==> config.mk <==
export PLATFORM = sky130hd
export DESIGN_NAME = lzd_out_reg_flat
export DESIGN_NICKNAME = d
export VERILOG_FILES = /design/src/hdl/lzd_pkg.sv /design/src/hdl/lzd_if.sv /design/src/hdl/lzd_out_reg.sv /design/src/flat_wrapper.sv
export SDC_FILE = /design/constraint.sdc
export NUM_CORES = 1
export LEC_CHECK = 0
export BUFFER_PORTS_ARGS = -buffer_cell sky130_fd_sc_hd__buf_4
export CAP_MARGIN = 20
export CORE_ASPECT_RATIO = 1.5
export CORE_MARGIN = 10
export CORE_UTILIZATION = 36
export CTS_BUF_LIST = sky130_fd_sc_hd__clkbuf_4 sky130_fd_sc_hd__clkbuf_8 sky130_fd_sc_hd__clkbuf_16
export CTS_CLUSTER_DIAMETER = 60
export DETAILED_ROUTE_END_ITERATION = 8
export PLACE_DENSITY_LB_ADDON = 0.2
export SLEW_MARGIN = 40
export SYNTH_ARGS = -nofsm -noshare
export SYNTH_HDL_FRONTEND = slang
export SYNTH_SLANG_ARGS = --single-unit
==> constraint.sdc <==
create_clock -name clk_i -period 0.8 [get_ports clk_i]
set_clock_uncertainty 0.05 [all_clocks]
set_input_delay 0 -clock clk_i [delete_from_list [all_inputs] [get_ports clk_i]]
set_output_delay 0 -clock clk_i [all_outputs]
set_load 0.01 [all_outputs]
==> src/hdl/lzd_pkg.sv <==
package lzd_pkg;

  localparam int unsigned WINDOW_DEFAULT = 32768;
  localparam int unsigned LANES          = 4;
  localparam int unsigned LANE_IDX_W     = $clog2(LANES);
  localparam int unsigned COUNT_W        = 3;
  localparam int unsigned OFFSET_W       = 16;
  localparam int unsigned LENGTH_W       = 8;

  typedef enum logic [1:0] {
    ST_IDLE,
    ST_COPY,
    ST_HOLD
  } eng_state_e;

  typedef struct packed {
    logic [LANES-1:0][7:0] bytes;
    logic [COUNT_W-1:0]    count;
    logic                  last;
    logic                  bad;
  } beat_t;

endpackage

==> src/hdl/lzd_if.sv <==


interface lzd_beat_if;
  logic       valid;
  logic       ready;
  logic [7:0] out_byte0;
  logic [7:0] out_byte1;
  logic [7:0] out_byte2;
  logic [7:0] out_byte3;
  logic [2:0] byte_count;
  logic       last_beat;
  logic       bad_offset;

  modport source (
    output valid, out_byte0, out_byte1, out_byte2, out_byte3, byte_count, last_beat,
           bad_offset,
    input  ready
  );
  modport sink (
    input  valid, out_byte0, out_byte1, out_byte2, out_byte3, byte_count, last_beat,
           bad_offset,
    output ready
  );
endinterface

==> src/hdl/lzd_out_reg.sv <==
module lzd_out_reg (
  input  logic           clk_i,
  input  logic           rst_ni,
  input  logic           push_valid_i,
  input  lzd_pkg::beat_t beat_i,
  output logic           push_ready_o,
  lzd_beat_if.source     beat_o
);
  import lzd_pkg::*;

  logic  full_q;
  beat_t data_q;

  assign push_ready_o = !full_q || beat_o.ready;

  always_ff @(posedge clk_i or negedge rst_ni) begin
    if (!rst_ni) begin
      full_q <= 1'b0;
    end else if (push_valid_i) begin
      full_q <= 1'b1;
    end else if (beat_o.ready) begin
      full_q <= 1'b0;
    end
  end

  always_ff @(posedge clk_i) begin
    if (push_valid_i) begin
      data_q <= beat_i;
    end
  end

  assign beat_o.valid      = full_q;
  assign beat_o.out_byte0  = data_q.bytes[0];
  assign beat_o.out_byte1  = data_q.bytes[1];
  assign beat_o.out_byte2  = data_q.bytes[2];
  assign beat_o.out_byte3  = data_q.bytes[3];
  assign beat_o.byte_count = data_q.count;
  assign beat_o.last_beat  = data_q.last;
  assign beat_o.bad_offset = data_q.bad;

endmodule

==> src/flat_wrapper.sv <==
// flat-port wrapper written by rule: the top's interface ports become plain ports
module lzd_out_reg_flat import lzd_pkg::*;
  (clk_i, rst_ni, push_valid_i, beat_i, push_ready_o, beat_o_valid, beat_o_out_byte0, beat_o_out_byte1, beat_o_out_byte2, beat_o_out_byte3, beat_o_byte_count, beat_o_last_beat, beat_o_bad_offset, beat_o_ready);
  lzd_beat_if beat_o_i ();
  input  logic clk_i;
  input  logic rst_ni;
  input  logic push_valid_i;
  input  lzd_pkg::beat_t beat_i;
  output logic push_ready_o;
  output wire logic [$bits(beat_o_i.valid)-1:0] beat_o_valid;
  output wire logic [$bits(beat_o_i.out_byte0)-1:0] beat_o_out_byte0;
  output wire logic [$bits(beat_o_i.out_byte1)-1:0] beat_o_out_byte1;
  output wire logic [$bits(beat_o_i.out_byte2)-1:0] beat_o_out_byte2;
  output wire logic [$bits(beat_o_i.out_byte3)-1:0] beat_o_out_byte3;
  output wire logic [$bits(beat_o_i.byte_count)-1:0] beat_o_byte_count;
  output wire logic [$bits(beat_o_i.last_beat)-1:0] beat_o_last_beat;
  output wire logic [$bits(beat_o_i.bad_offset)-1:0] beat_o_bad_offset;
  input wire logic [$bits(beat_o_i.ready)-1:0] beat_o_ready;
  assign beat_o_valid = beat_o_i.valid;
  assign beat_o_out_byte0 = beat_o_i.out_byte0;
  assign beat_o_out_byte1 = beat_o_i.out_byte1;
  assign beat_o_out_byte2 = beat_o_i.out_byte2;
  assign beat_o_out_byte3 = beat_o_i.out_byte3;
  assign beat_o_byte_count = beat_o_i.byte_count;
  assign beat_o_last_beat = beat_o_i.last_beat;
  assign beat_o_bad_offset = beat_o_i.bad_offset;
  assign beat_o_i.ready = beat_o_ready;
  lzd_out_reg u_core (.clk_i(clk_i), .rst_ni(rst_ni), .push_valid_i(push_valid_i), .beat_i(beat_i), .push_ready_o(push_ready_o), .beat_o(beat_o_i));
endmodule
==> results.yml <==
detailed_routing:
  wl_per_cell_um: 17.3
  drt-pass1-iter-count: 2
  vias: 906
  postRouteAntennaNets: 0
  wl_um: 3610
  drc: 0
  post_drt_via_cell_ratio: 4.33
  initialDrtViolationCount: 14
timing:
  maxSlewViolCount: 0
  setup_ws_ns: -0.121
  rsz0062_at_grt: "yes"
  maxSlewHeadroom: 0.910
  setup_viol: 39
  max_freq_mhz: 1090
  fin_crit_sh: 1.15
  fin_tns_setup_ns: -2.06
  hold_viol_final: 0
  worstMarginPinSlew_ns: 0.135
  fin_crit_ns: 0.921
clocking:
  cts_sinks: 38
  cts_tree: "yes"
  htreeDepth: 2
  cts-buffers-inserted: 5
  cts_buffer_depth: 2
  insertion_delay_ns: 0.28
  clkTransAtPathRegs_ns: 0.07
  clockRootBuffer: "clkbuf_8"
critical_path:
  worst_ep_arrival_time_ns: 0.87
  cp_num_buf_inv: 1
  cp-end-kind: "primary output"
  cpPeakStageDelay_ns: 0.41
  crit_fanout: 2
  crit_slowest_cell: "dfrtp_1"
  crit_family: "flip-flops"
  cp-start-kind: "flip-flop"
  crit_chain: "nand2b_4 > buf_6"
  reg2reg_slack_ns: 0
  worst-setup-path-type: "flip-flop to primary output"
  crit_required_ns: 0.75
pwr:
  p_leak_nw: 1.05
  ir_worst_vdd_mv: 1.98
  p_total_w: 0.00475
  p_per_area_nw_per_um2: 1910
floorplanning:
  dieWidth_um: 66.3
  initial_core_util: 0.370
  dieHeight_um: 89.5
  die_area_um2: 5930
  io_pins: 80
  core_area_um2: 3130
  row_count: 25
synth:
  synth_largest_area_cell: "edfxtp_1"
  ys_top_cells_by_count: "37 x edfxtp_1, 1 x dfrtp_1, 1 x nand2b_2, 1 x nand2b_4"
  seq_area_frac_synth: 0.981
  synth_area_leaders: "edfxtp_1 96%, dfrtp_1 2.2%, nand2b_4 1.2%"
  ys_types: 4
  syn_area_per_cell_um2: 29.0
  synth_flop_cell: "edfxtp_1"
  syn_nets: 81
  async_flop_share: 0.0263
  synth_cells: 40
  synth.most_common_cell: "edfxtp_1"
  yosys_warnings: 0
  synth_area_um2: 1160
  synth_enable_flop_cells: 37
  synth_top_area_frac: 0.959
  synth_seq_cells: 38
min_path:
  hp-class: "input pin to flip-flop"
placed_design:
  port_buffers: 79
  routabilityCongestion: 0.700
  dp_slack_ns: 0.101
grt:
  grt_pass1_vias: 1058
  track_usage: 0.123
  grt_overflow: 0
  antenna_found_initial: 0
  grt_max_degree: 20
  grt_first_pass_wirelength_um: 5520
outcome:
  status: "finished with violations"
  failed_checks: "setup timing"
flow_run:
  maxCapViolations: 0
finish:
  nFillCells: 186
  synthToLayoutAreaGrowth_pct: 115
  drive_gt1_frac: 0.544
  insertedDiodeCount: 0
  fin_nets: 209
==> report_power, final <==
| part | switching, W | total [W] | internal [W] |
|---|---|---|---|
| combinational | 0.000254 | 0.000794 | 0.000540 |
| clock | 0.000598 | 0.00151 | 0.000916 |
| sequential | 0.0000764 | 0.00244 | 0.00236 |
==> worst paths after layout <==
path | start | to | cells past startpoint
min in group asynchronous | rst_ni | u_core.beat_o.valid | 3
worst max register to register | u_core.beat_o.valid | u_core.beat_o.valid | 3
worst min-delay path | beat_o_ready | u_core.beat_o.valid | 4
max in group asynchronous | rst_ni | u_core.beat_o.valid | 3
worst max-delay path | u_core.beat_o.valid | push_ready_o | 2
worst min register to register | u_core.beat_o.valid | u_core.beat_o.valid | 3
==> layer usage <==
layer,part of all wire,GRT usage,vias to the layer above
met5,0,0,-
met2,0.56,0.232,57
met4,0.018,0.0363,0
li1,-,-,414
met1,0.29,0.102,429
met3,0.13,0.0753,6
==> cell type report <==
cell class | instances | area, um^2 | area share
Multi-Input combinational cell | 2 | 22.5 | 0.00905
Timing Repair Buffer | 121 | 1170 | 0.470
Clock buffer | 5 | 68.8 | 0.0277
Tap cell | 40 | 50.0 | 0.0201
Sequential cell | 38 | 1140 | 0.457
Clock inverter | 3 | 40.0 | 0.0161
==> cell families (layout without fill, tap and decap cells) <==
logic type / Yosys count / count (layout) / synth area share
flip-flops: 38 / 38 / 0.981
AND/OR/NAND/NOR: 2 / 2 / 0.0194
buffers and inverters: 0 / 129 / 0
==> cells in the final DEF (no fill, tap or decap) <==
master	n
buf_4	43
dlygate4sd3_1	39
buf_6	37
edfxtp_1	37
clkbuf_8	5
clkinv_2	2
buf_12	2
nand2b_4	1
nand2b_2	1
bufinv_16	1
dfrtp_1	1
==> per-stage QoR <==
| stage | cells | area, um^2 | hold WS, ns | util |
|---|---|---|---|---|
| detailed placement | 161 | 1840 | -0.273 | 0.589 |
| global placement | 161 | 1840 | -0.275 | 0.589 |
| CTS | 209 | 2430 | 0.0287 | 0.777 |
| global route | 209 | 2490 | 0.0328 | 0.795 |
| floorplan | 40 | 1160 | -0.346 | - |
| finish | 209 | 2490 | 0.0363 | 0.795 |
==> worst min-delay path, cell delays in order <==
cell,delay (ns)
buf_4,0.08
nand2b_4,0.11
buf_4,0.10
nand2b_2,0.04
==> registers in the layout, summed over array words and instances (netlist names) <==
signal / count
u_core.beat_o.out_byte2: 8
u_core.beat_o.valid: 1
u_core.beat_o.out_byte3: 8
u_core.beat_o.out_byte1: 8
u_core.beat_o.out_byte0: 8
u_core.beat_o.bad_offset: 1
u_core.beat_o.last_beat: 1
u_core.beat_o.byte_count: 3
==> repair_timing <==
action | in CTS | in global routing
resized for setup | 22 | 15
setup endpoints to repair | 39 | 40
buffers inserted | 1 | 0
hold endpoints to repair | 38 | 0
hold buffers | 39 | 0
Power figures use the tool's default switching activity.
