[src/hdl/lzd_pkg.sv]
package lzd_pkg;

  localparam int unsigned WINDOW_DEFAULT = 32768;
  localparam int unsigned LANES          = 4;
  localparam int unsigned LANE_IDX_W     = $clog2(LANES);
  localparam int unsigned COUNT_W        = 3;
  localparam int unsigned OFFSET_W       = 16;
  localparam int unsigned LENGTH_W       = 8;

  typedef enum logic [1:0] {
    ST_IDLE,
    ST_COPY,
    ST_HOLD
  } eng_state_e;

  typedef struct packed {
    logic [LANES-1:0][7:0] bytes;
    logic [COUNT_W-1:0]    count;
    logic                  last;
    logic                  bad;
  } beat_t;

endpackage

[src/hdl/lzd_if.sv]
interface lzd_tok_if;
  logic        valid;
  logic        ready;
  logic        first_token;
  logic        token_kind;
  logic [7:0]  literal_byte;
  logic [15:0] match_offset;
  logic [7:0]  match_length;

  modport source (
    output valid, first_token, token_kind, literal_byte, match_offset, match_length,
    input  ready
  );
  modport sink (
    input  valid, first_token, token_kind, literal_byte, match_offset, match_length,
    output ready
  );
endinterface


[src/hdl/lzd_engine.sv]
module lzd_engine #(
  parameter int unsigned WINDOW = lzd_pkg::WINDOW_DEFAULT,
  localparam int unsigned AW = $clog2(WINDOW)
) (
  input  logic           clk_i,
  input  logic           rst_ni,
  lzd_tok_if.sink        tok_i,
  output logic           push_valid_o,
  output lzd_pkg::beat_t beat_o,
  input  logic           push_ready_i,
  output logic           ring_we_o,
  output logic [AW-1:0]  ring_waddr_o,
  output logic [7:0]     ring_wdata_o,
  output logic           ring_re_o,
  output logic [AW-1:0]  ring_raddr_o,
  input  logic [7:0]     ring_rdata_i
);
  import lzd_pkg::*;

  localparam int unsigned FW   = $clog2(WINDOW + 1);
  localparam int unsigned DW   = OFFSET_W + 1;

  eng_state_e            state_q, state_d;
  logic [AW-1:0]         wp_q, wp_d;
  logic [AW-1:0]         rp_q, rp_d;
  logic [FW-1:0]         fill_q, fill_d;
  logic [LENGTH_W-1:0]   iss_q, iss_d;
  logic [LENGTH_W-1:0]   arr_q, arr_d;
  logic                  infl_q, infl_d;
  logic                  off1_q, off1_d;
  logic                  started_q, started_d;
  logic [LANES-1:0][7:0] lanes_q, lanes_d;
  logic [COUNT_W-1:0]    cnt_q, cnt_d;
  logic [7:0]            last_byte_q, last_byte_d;
  logic                  bad_q, bad_d;

  function automatic logic [AW-1:0] ptr_inc(input logic [AW-1:0] p);
    return (p == AW'(WINDOW - 1)) ? '0 : p + AW'(1);
  endfunction

  function automatic logic [FW-1:0] fill_inc(input logic [FW-1:0] f);
    return (f == FW'(WINDOW)) ? f : f + FW'(1);
  endfunction

  always_comb begin
    logic [FW-1:0]      fill_base;
    logic [DW-1:0]      diff;
    logic [7:0]         byte_in;
    logic [COUNT_W-1:0] cnt_n;
    logic               last_in;
    logic               beat_done;
    logic               bad;

    state_d      = state_q;
    wp_d         = wp_q;
    rp_d         = rp_q;
    fill_d       = fill_q;
    iss_d        = iss_q;
    arr_d        = arr_q;
    infl_d       = infl_q;
    off1_d       = off1_q;
    started_d    = started_q;
    lanes_d      = lanes_q;
    cnt_d        = cnt_q;
    last_byte_d  = last_byte_q;
    bad_d        = bad_q;

    ring_we_o    = 1'b0;
    ring_waddr_o = wp_q;
    ring_wdata_o = '0;
    ring_re_o    = 1'b0;
    ring_raddr_o = rp_q;
    push_valid_o = 1'b0;
    beat_o       = '{bytes: lanes_q, count: cnt_q, last: (arr_q == '0), bad: bad_q};
    tok_i.ready  = (state_q == ST_IDLE);

    fill_base = tok_i.first_token ? '0 : fill_q;
    diff      = DW'(wp_q) - DW'(tok_i.match_offset);
    byte_in   = (off1_q && started_q) ? last_byte_q : ring_rdata_i;
    cnt_n     = cnt_q + COUNT_W'(infl_q);
    last_in   = infl_q && (arr_q == LENGTH_W'(1));
    beat_done = infl_q && ((cnt_n == COUNT_W'(LANES)) || last_in);
    bad       = (tok_i.match_offset == '0)
             || (32'(tok_i.match_offset) > 32'(fill_base))
             || (32'(tok_i.match_offset) > 32'(WINDOW));

    unique case (state_q)
      ST_IDLE: begin
        if (tok_i.valid) begin
          fill_d  = fill_base;
          lanes_d = '0;
          cnt_d   = '0;
          bad_d   = 1'b0;
          arr_d   = '0;
          iss_d   = '0;
          infl_d  = 1'b0;
          if (!tok_i.token_kind) begin
            ring_we_o    = 1'b1;
            ring_wdata_o = tok_i.literal_byte;
            wp_d         = ptr_inc(wp_q);
            fill_d       = fill_inc(fill_base);
            last_byte_d  = tok_i.literal_byte;
            lanes_d[0]   = tok_i.literal_byte;
            cnt_d        = COUNT_W'(1);
            state_d      = ST_HOLD;
          end else if (tok_i.match_length != '0) begin
            if (bad) begin
              bad_d   = 1'b1;
              state_d = ST_HOLD;
            end else begin
              rp_d      = diff[DW-1] ? AW'(diff + DW'(WINDOW)) : AW'(diff);
              iss_d     = tok_i.match_length;
              arr_d     = tok_i.match_length;
              off1_d    = (tok_i.match_offset == OFFSET_W'(1));
              started_d = 1'b0;
              state_d   = ST_COPY;
            end
          end
        end
      end
      ST_COPY: begin
        infl_d = 1'b0;
        if (infl_q) begin
          ring_we_o                 = 1'b1;
          ring_wdata_o              = byte_in;
          wp_d                      = ptr_inc(wp_q);
          fill_d                    = fill_inc(fill_q);
          last_byte_d               = byte_in;
          lanes_d[cnt_q[LANE_IDX_W-1:0]] = byte_in;
          cnt_d                     = cnt_n;
          arr_d                     = arr_q - LENGTH_W'(1);
          started_d                 = 1'b1;
        end
        if (beat_done) begin
          beat_o = '{bytes: lanes_d, count: cnt_n, last: last_in, bad: 1'b0};
          if (push_ready_i) begin
            push_valid_o = 1'b1;
            lanes_d      = '0;
            cnt_d        = '0;
            if (last_in) begin
              state_d = ST_IDLE;
            end
          end else begin
            state_d = ST_HOLD;
          end
        end
        if ((iss_q != '0) && (!beat_done || push_ready_i)) begin
          ring_re_o = 1'b1;
          rp_d      = ptr_inc(rp_q);
          iss_d     = iss_q - LENGTH_W'(1);
          infl_d    = 1'b1;
        end
      end
      ST_HOLD: begin
        if (push_ready_i) begin
          push_valid_o = 1'b1;
          lanes_d      = '0;
          cnt_d        = '0;
          bad_d        = 1'b0;
          state_d      = (arr_q == '0) ? ST_IDLE : ST_COPY;
        end
      end
      default: begin
        state_d = ST_IDLE;
      end
    endcase
  end

  always_ff @(posedge clk_i or negedge rst_ni) begin
    if (!rst_ni) begin
      state_q   <= ST_IDLE;
      wp_q      <= '0;
      fill_q    <= '0;
      iss_q     <= '0;
      arr_q     <= '0;
      infl_q    <= 1'b0;
      off1_q    <= 1'b0;
      started_q <= 1'b0;
      cnt_q     <= '0;
      bad_q     <= 1'b0;
    end else begin
      state_q   <= state_d;
      wp_q      <= wp_d;
      fill_q    <= fill_d;
      iss_q     <= iss_d;
      arr_q     <= arr_d;
      infl_q    <= infl_d;
      off1_q    <= off1_d;
      started_q <= started_d;
      cnt_q     <= cnt_d;
      bad_q     <= bad_d;
    end
  end

  always_ff @(posedge clk_i) begin
    rp_q        <= rp_d;
    lanes_q     <= lanes_d;
    last_byte_q <= last_byte_d;
  end

endmodule

[src/flat_wrapper.sv]
// flat-port wrapper written by rule: the top's interface ports become plain ports
module lzd_engine_flat import lzd_pkg::*;
#(
  parameter int unsigned WINDOW = lzd_pkg::WINDOW_DEFAULT,
  localparam int unsigned AW = $clog2(WINDOW)
)
  (clk_i, rst_ni, push_valid_o, beat_o, push_ready_i, ring_we_o, ring_waddr_o, ring_wdata_o, ring_re_o, ring_raddr_o, ring_rdata_i, tok_i_valid, tok_i_first_token, tok_i_token_kind, tok_i_literal_byte, tok_i_match_offset, tok_i_match_length, tok_i_ready);
  lzd_tok_if tok_i_i ();
  input  logic clk_i;
  input  logic rst_ni;
  output logic push_valid_o;
  output lzd_pkg::beat_t beat_o;
  input  logic push_ready_i;
  output logic ring_we_o;
  output logic [AW-1:0] ring_waddr_o;
  output logic [7:0] ring_wdata_o;
  output logic ring_re_o;
  output logic [AW-1:0] ring_raddr_o;
  input  logic [7:0] ring_rdata_i;
  input wire logic [$bits(tok_i_i.valid)-1:0] tok_i_valid;
  input wire logic [$bits(tok_i_i.first_token)-1:0] tok_i_first_token;
  input wire logic [$bits(tok_i_i.token_kind)-1:0] tok_i_token_kind;
  input wire logic [$bits(tok_i_i.literal_byte)-1:0] tok_i_literal_byte;
  input wire logic [$bits(tok_i_i.match_offset)-1:0] tok_i_match_offset;
  input wire logic [$bits(tok_i_i.match_length)-1:0] tok_i_match_length;
  output wire logic [$bits(tok_i_i.ready)-1:0] tok_i_ready;
  assign tok_i_i.valid = tok_i_valid;
  assign tok_i_i.first_token = tok_i_first_token;
  assign tok_i_i.token_kind = tok_i_token_kind;
  assign tok_i_i.literal_byte = tok_i_literal_byte;
  assign tok_i_i.match_offset = tok_i_match_offset;
  assign tok_i_i.match_length = tok_i_match_length;
  assign tok_i_ready = tok_i_i.ready;
  lzd_engine #(.WINDOW(WINDOW)) u_core (.clk_i(clk_i), .rst_ni(rst_ni), .tok_i(tok_i_i), .push_valid_o(push_valid_o), .beat_o(beat_o), .push_ready_i(push_ready_i), .ring_we_o(ring_we_o), .ring_waddr_o(ring_waddr_o), .ring_wdata_o(ring_wdata_o), .ring_re_o(ring_re_o), .ring_raddr_o(ring_raddr_o), .ring_rdata_i(ring_rdata_i));
endmodule
[config.mk]
export PLATFORM = sky130hd
export DESIGN_NAME = lzd_engine_flat
export DESIGN_NICKNAME = d
export VERILOG_FILES = /design/src/hdl/lzd_pkg.sv /design/src/hdl/lzd_if.sv /design/src/hdl/lzd_engine.sv /design/src/flat_wrapper.sv
export SDC_FILE = /design/constraint.sdc
export NUM_CORES = 1
export LEC_CHECK = 0
export BUFFER_PORTS_ARGS = -buffer_cell sky130_fd_sc_hd__buf_4
export CAP_MARGIN = 20
export CORE_AREA = 2 2 148 150
export DETAILED_ROUTE_END_ITERATION = 16
export DIE_AREA = 0 0 150 152
export PLACE_DENSITY = 0.59
export REMOVE_ABC_BUFFERS = 1
export SETUP_SLACK_MARGIN = 0.4
export SYNTH_ARGS = -nofsm -noshare
export SYNTH_HDL_FRONTEND = slang
export SYNTH_SLANG_ARGS = --single-unit
export TNS_END_PERCENT = 1
[constraint.sdc]
create_clock -name clk_i -period 4.45 [get_ports clk_i]
set_input_delay 0.2225 -clock clk_i [delete_from_list [all_inputs] [get_ports clk_i]]
set_output_delay 0.2225 -clock clk_i [all_outputs]
set_load 0.01 [all_outputs]
==> out/results.ini <==
[status]
status = completed

[placement]
buffer_ports.inserted = 124
placedCellCount = 1327
hpwlAfterDp_um = 17100
globalplace.congestion = 0.862
dpl_worst_slack_ns = 0.929

[finish]
diodes = 0
post_route_cells_drive_above_1_share_pct = 16.4
syn_to_layout_area_delta_pct = 18.3
final_cell_count_no_fill = 1345
most_used_cells_in_the_layout_excluding_fill_and_tap_cells = sky130_fd_sc_hd__buf_4 (136), sky130_fd_sc_hd__nor2_1 (122), sky130_fd_sc_hd__a21oi_1 (93)
num-nets-final = 1153
commonest_non_fill_non_tap_cell_in_the_layout = sky130_fd_sc_hd__buf_4

[setup_path]
arrival_ns = 3.52
cp.required_ns = 4.51
crit_path_max_fanout = 15
timing.critical_path.to_type = register
critical_path.startpoint_type = register
worst-setup-path-type = register to register
r2r_slack_ns = 0.98

[drt]
ant_nets = 0
wl_per_cell_um = 17.6
post-route-drc-count = 0
first_pass_iters = 5
drt-initial-drc-count = 478
dr_total_vias = 7474
finalWirelength_um = 23700
viasPerCell = 5.56

[worst_hold_path]
type_of_the_worst_min_delay_path = primary input to register

[power]
ir_drop_mv = 0.244
fin_total_pwr_uw = 5560
power.density_cell_area_nw_per_um2 = 575
p_leak_uw = 0.00403

[global_route]
first_global_vias = 7057
wire_length_of_the_first_global_routing_pass_um = 37900
grt_max_degree = 57
grt_usage_pct = 20.7
grt_overflow = 0
antenna_found_initial = 0

[yosys]
synth_largest_area_cell = sky130_fd_sc_hd__edfxtp_1
syn-instance-count = 957
post-synth-top-area-fraction_pct = 20.2
async_reset_ff_share_pct = 50.5
synth_area_per_cell_um2 = 8.55
yosys_warnings = 0
post_synth_instance_area_um2 = 8180
seq_cells_post_synth = 111
synth.distinct_cells = 77
synth_area_leaders = sky130_fd_sc_hd__edfxtp_1 (20%), sky130_fd_sc_hd__dfrtp_1 (17%), sky130_fd_sc_hd__ha_1 (7.0%)
synthFlopType = sky130_fd_sc_hd__dfrtp_1
synth-edff-count = 55
seq_area_frac_synth_pct = 37.3

[clock_network]
post-cts-setup-buffer-count = 0
clkSinkCount = 111
cts-buffers-inserted = 9
hold_buffers = 1
cts_root_buf = sky130_fd_sc_hd__clkbuf_16
cts_htree_levels = 3
worst_skew_pair.late_latency_ns = 0.36
max-clock-path-buffers = 2
clkSlewWorstSetupHoldPaths_ns = 0.08
tritoncts = yes
cts_repair_resize_count = 0

[sta]
post-route-period-util_pct = 77.9
slew_violations = 0
timing.max_slew.rel_slack_pct = 28.6
max_clock_freq_mhz = 288
final.setup_skew_ns = 0.0118
report.final.setup_viol = 0
postLayoutSetupSlackWorst_ns = 0.982
hold_violations = 0
final.setup.tns_ns = 0
period_minus_slack_ns = 3.47
worstMarginPinSlew_ns = 1.04
grt_setup_unrepaired = no

[floorplanning]
start_util_pct = 38.3
placementRows = 54
fp.dieW_um = 150
fp.coreArea_um2 = 21400
die-height_um = 152
io-pin-count = 125
die-area_um2 = 22800

[flow_run]
number_of_max_capacitance_violations_reported = 0

==> final timing paths <==
check,from,to,cells past startpoint
setup / recovery,u_core.fill_q[5],u_core.ring_raddr_o[5],11
hold / removal,tok_i_match_length[5],u_core.iss_q[5],2
setup reg to reg,u_core.fill_q[5],u_core.ring_raddr_o[5],11
hold reg to reg,u_core.off1_q,u_core.off1_q,1
max in group asynchronous,rst_ni,u_core.off1_q,2
min in group asynchronous,rst_ni,u_core.fill_q[7],2
==> flip-flops by register name, indices dropped and copies added (netlist names) <==
name                 cells
u_core.ring_raddr_o     15
u_core.off1_q            1
u_core.fill_q           16
u_core.ring_waddr_o     15
u_core.iss_q             8
u_core.last_byte_q       8
u_core.lanes_q          32
u_core.bad_q             1
u_core.cnt_q             3
u_core.arr_q             8
u_core.infl_q            1
u_core.started_q         1
u_core.state_q           2
==> through the flow <==
| step | utilization [%] | hold slack, ns | cell area, um2 |
|---|---|---|---|
| after floorplan | - | -0.0731 | 7960 |
| after CTS | 45.3 | 0.117 | 9670 |
| after global placement | 43.7 | 0.356 | 9330 |
| after detailed placement | 43.7 | 0.363 | 9330 |
| after global routing | 45.3 | 0.132 | 9680 |
| final | 45.3 | 0.129 | 9680 |
==> report_power, final <==
group / switching (uW) / total [uW] / internal [uW]
clock: 428 / 936 / 508
sequential: 343 / 1900 / 1560
combinational: 1610 / 2730 / 1120
total: 2380 / 5560 / 3180
==> final cells by class <==
class	count	area, um2
fill	2157	11700
multi-input combinational	753	4730
tap	280	350
inverter	48	180
clock buffer	9	225
clock inverter	7	109
timing repair buffer	137	1030
sequential	111	3050
==> logic make-up (layout without fill, tap and decap cells) <==
| kind of cell | Yosys count | count (layout) | share of synthesized area [%] |
|---|---|---|---|
| compound gates | 284 | 284 | 22.2 |
| xor+xnor | 39 | 39 | 4.18 |
| fa+ha+maj | 47 | 47 | 7.28 |
| buf+inv | 93 | 201 | 4.94 |
| flops | 111 | 111 | 37.3 |
| mux | 18 | 18 | 2.34 |
| simple gates | 365 | 365 | 21.7 |
==> worst max-delay path: stages, from the launching register on <==
cell,delay (ns)
sky130_fd_sc_hd__dfrtp_1,0.50
sky130_fd_sc_hd__nor2b_1,0.32
sky130_fd_sc_hd__inv_1,0.08
sky130_fd_sc_hd__ha_1,0.30
sky130_fd_sc_hd__a21oi_1,0.15
sky130_fd_sc_hd__o21ai_0,0.12
sky130_fd_sc_hd__a221o_1,0.31
sky130_fd_sc_hd__a211oi_1,0.35
sky130_fd_sc_hd__nor2_1,0.12
sky130_fd_sc_hd__nor4_1,0.42
sky130_fd_sc_hd__a2bb2oi_1,0.23
sky130_fd_sc_hd__buf_4,0.26
==> Yosys cell counts (9+ instances only) <==
master,count
sky130_fd_sc_hd__and2_1,9
sky130_fd_sc_hd__buf_2,13
sky130_fd_sc_hd__mux2i_1,12
sky130_fd_sc_hd__clkbuf_1,21
sky130_fd_sc_hd__a211oi_1,29
sky130_fd_sc_hd__inv_1,46
sky130_fd_sc_hd__dfrtp_1,56
sky130_fd_sc_hd__nand4_1,11
sky130_fd_sc_hd__nor4_1,11
sky130_fd_sc_hd__nand3_1,41
sky130_fd_sc_hd__a21oi_1,93
sky130_fd_sc_hd__xor2_1,13
sky130_fd_sc_hd__nor3_1,20
sky130_fd_sc_hd__and3_1,20
sky130_fd_sc_hd__o21ai_0,72
sky130_fd_sc_hd__ha_1,46
sky130_fd_sc_hd__nor2_1,123
sky130_fd_sc_hd__edfxtp_1,55
sky130_fd_sc_hd__nand2_1,85
sky130_fd_sc_hd__nor2b_1,9
sky130_fd_sc_hd__xnor2_1,26
==> routing by layer <==
metal / share of wire [%] / track usage (%) / vias to the layer above / wire [um]
met3: 4.4 / 2.52 / 26 / 1050
met1: 47 / 29.6 / 3533 / 11200
met4: 1.8 / 6.20 / 0 / 418
met2: 46 / 32.7 / 183 / 11000
li1: - / - / 3732 / -
met5: 0 / 0 / - / 0
(Power assumes the default switching activity.)
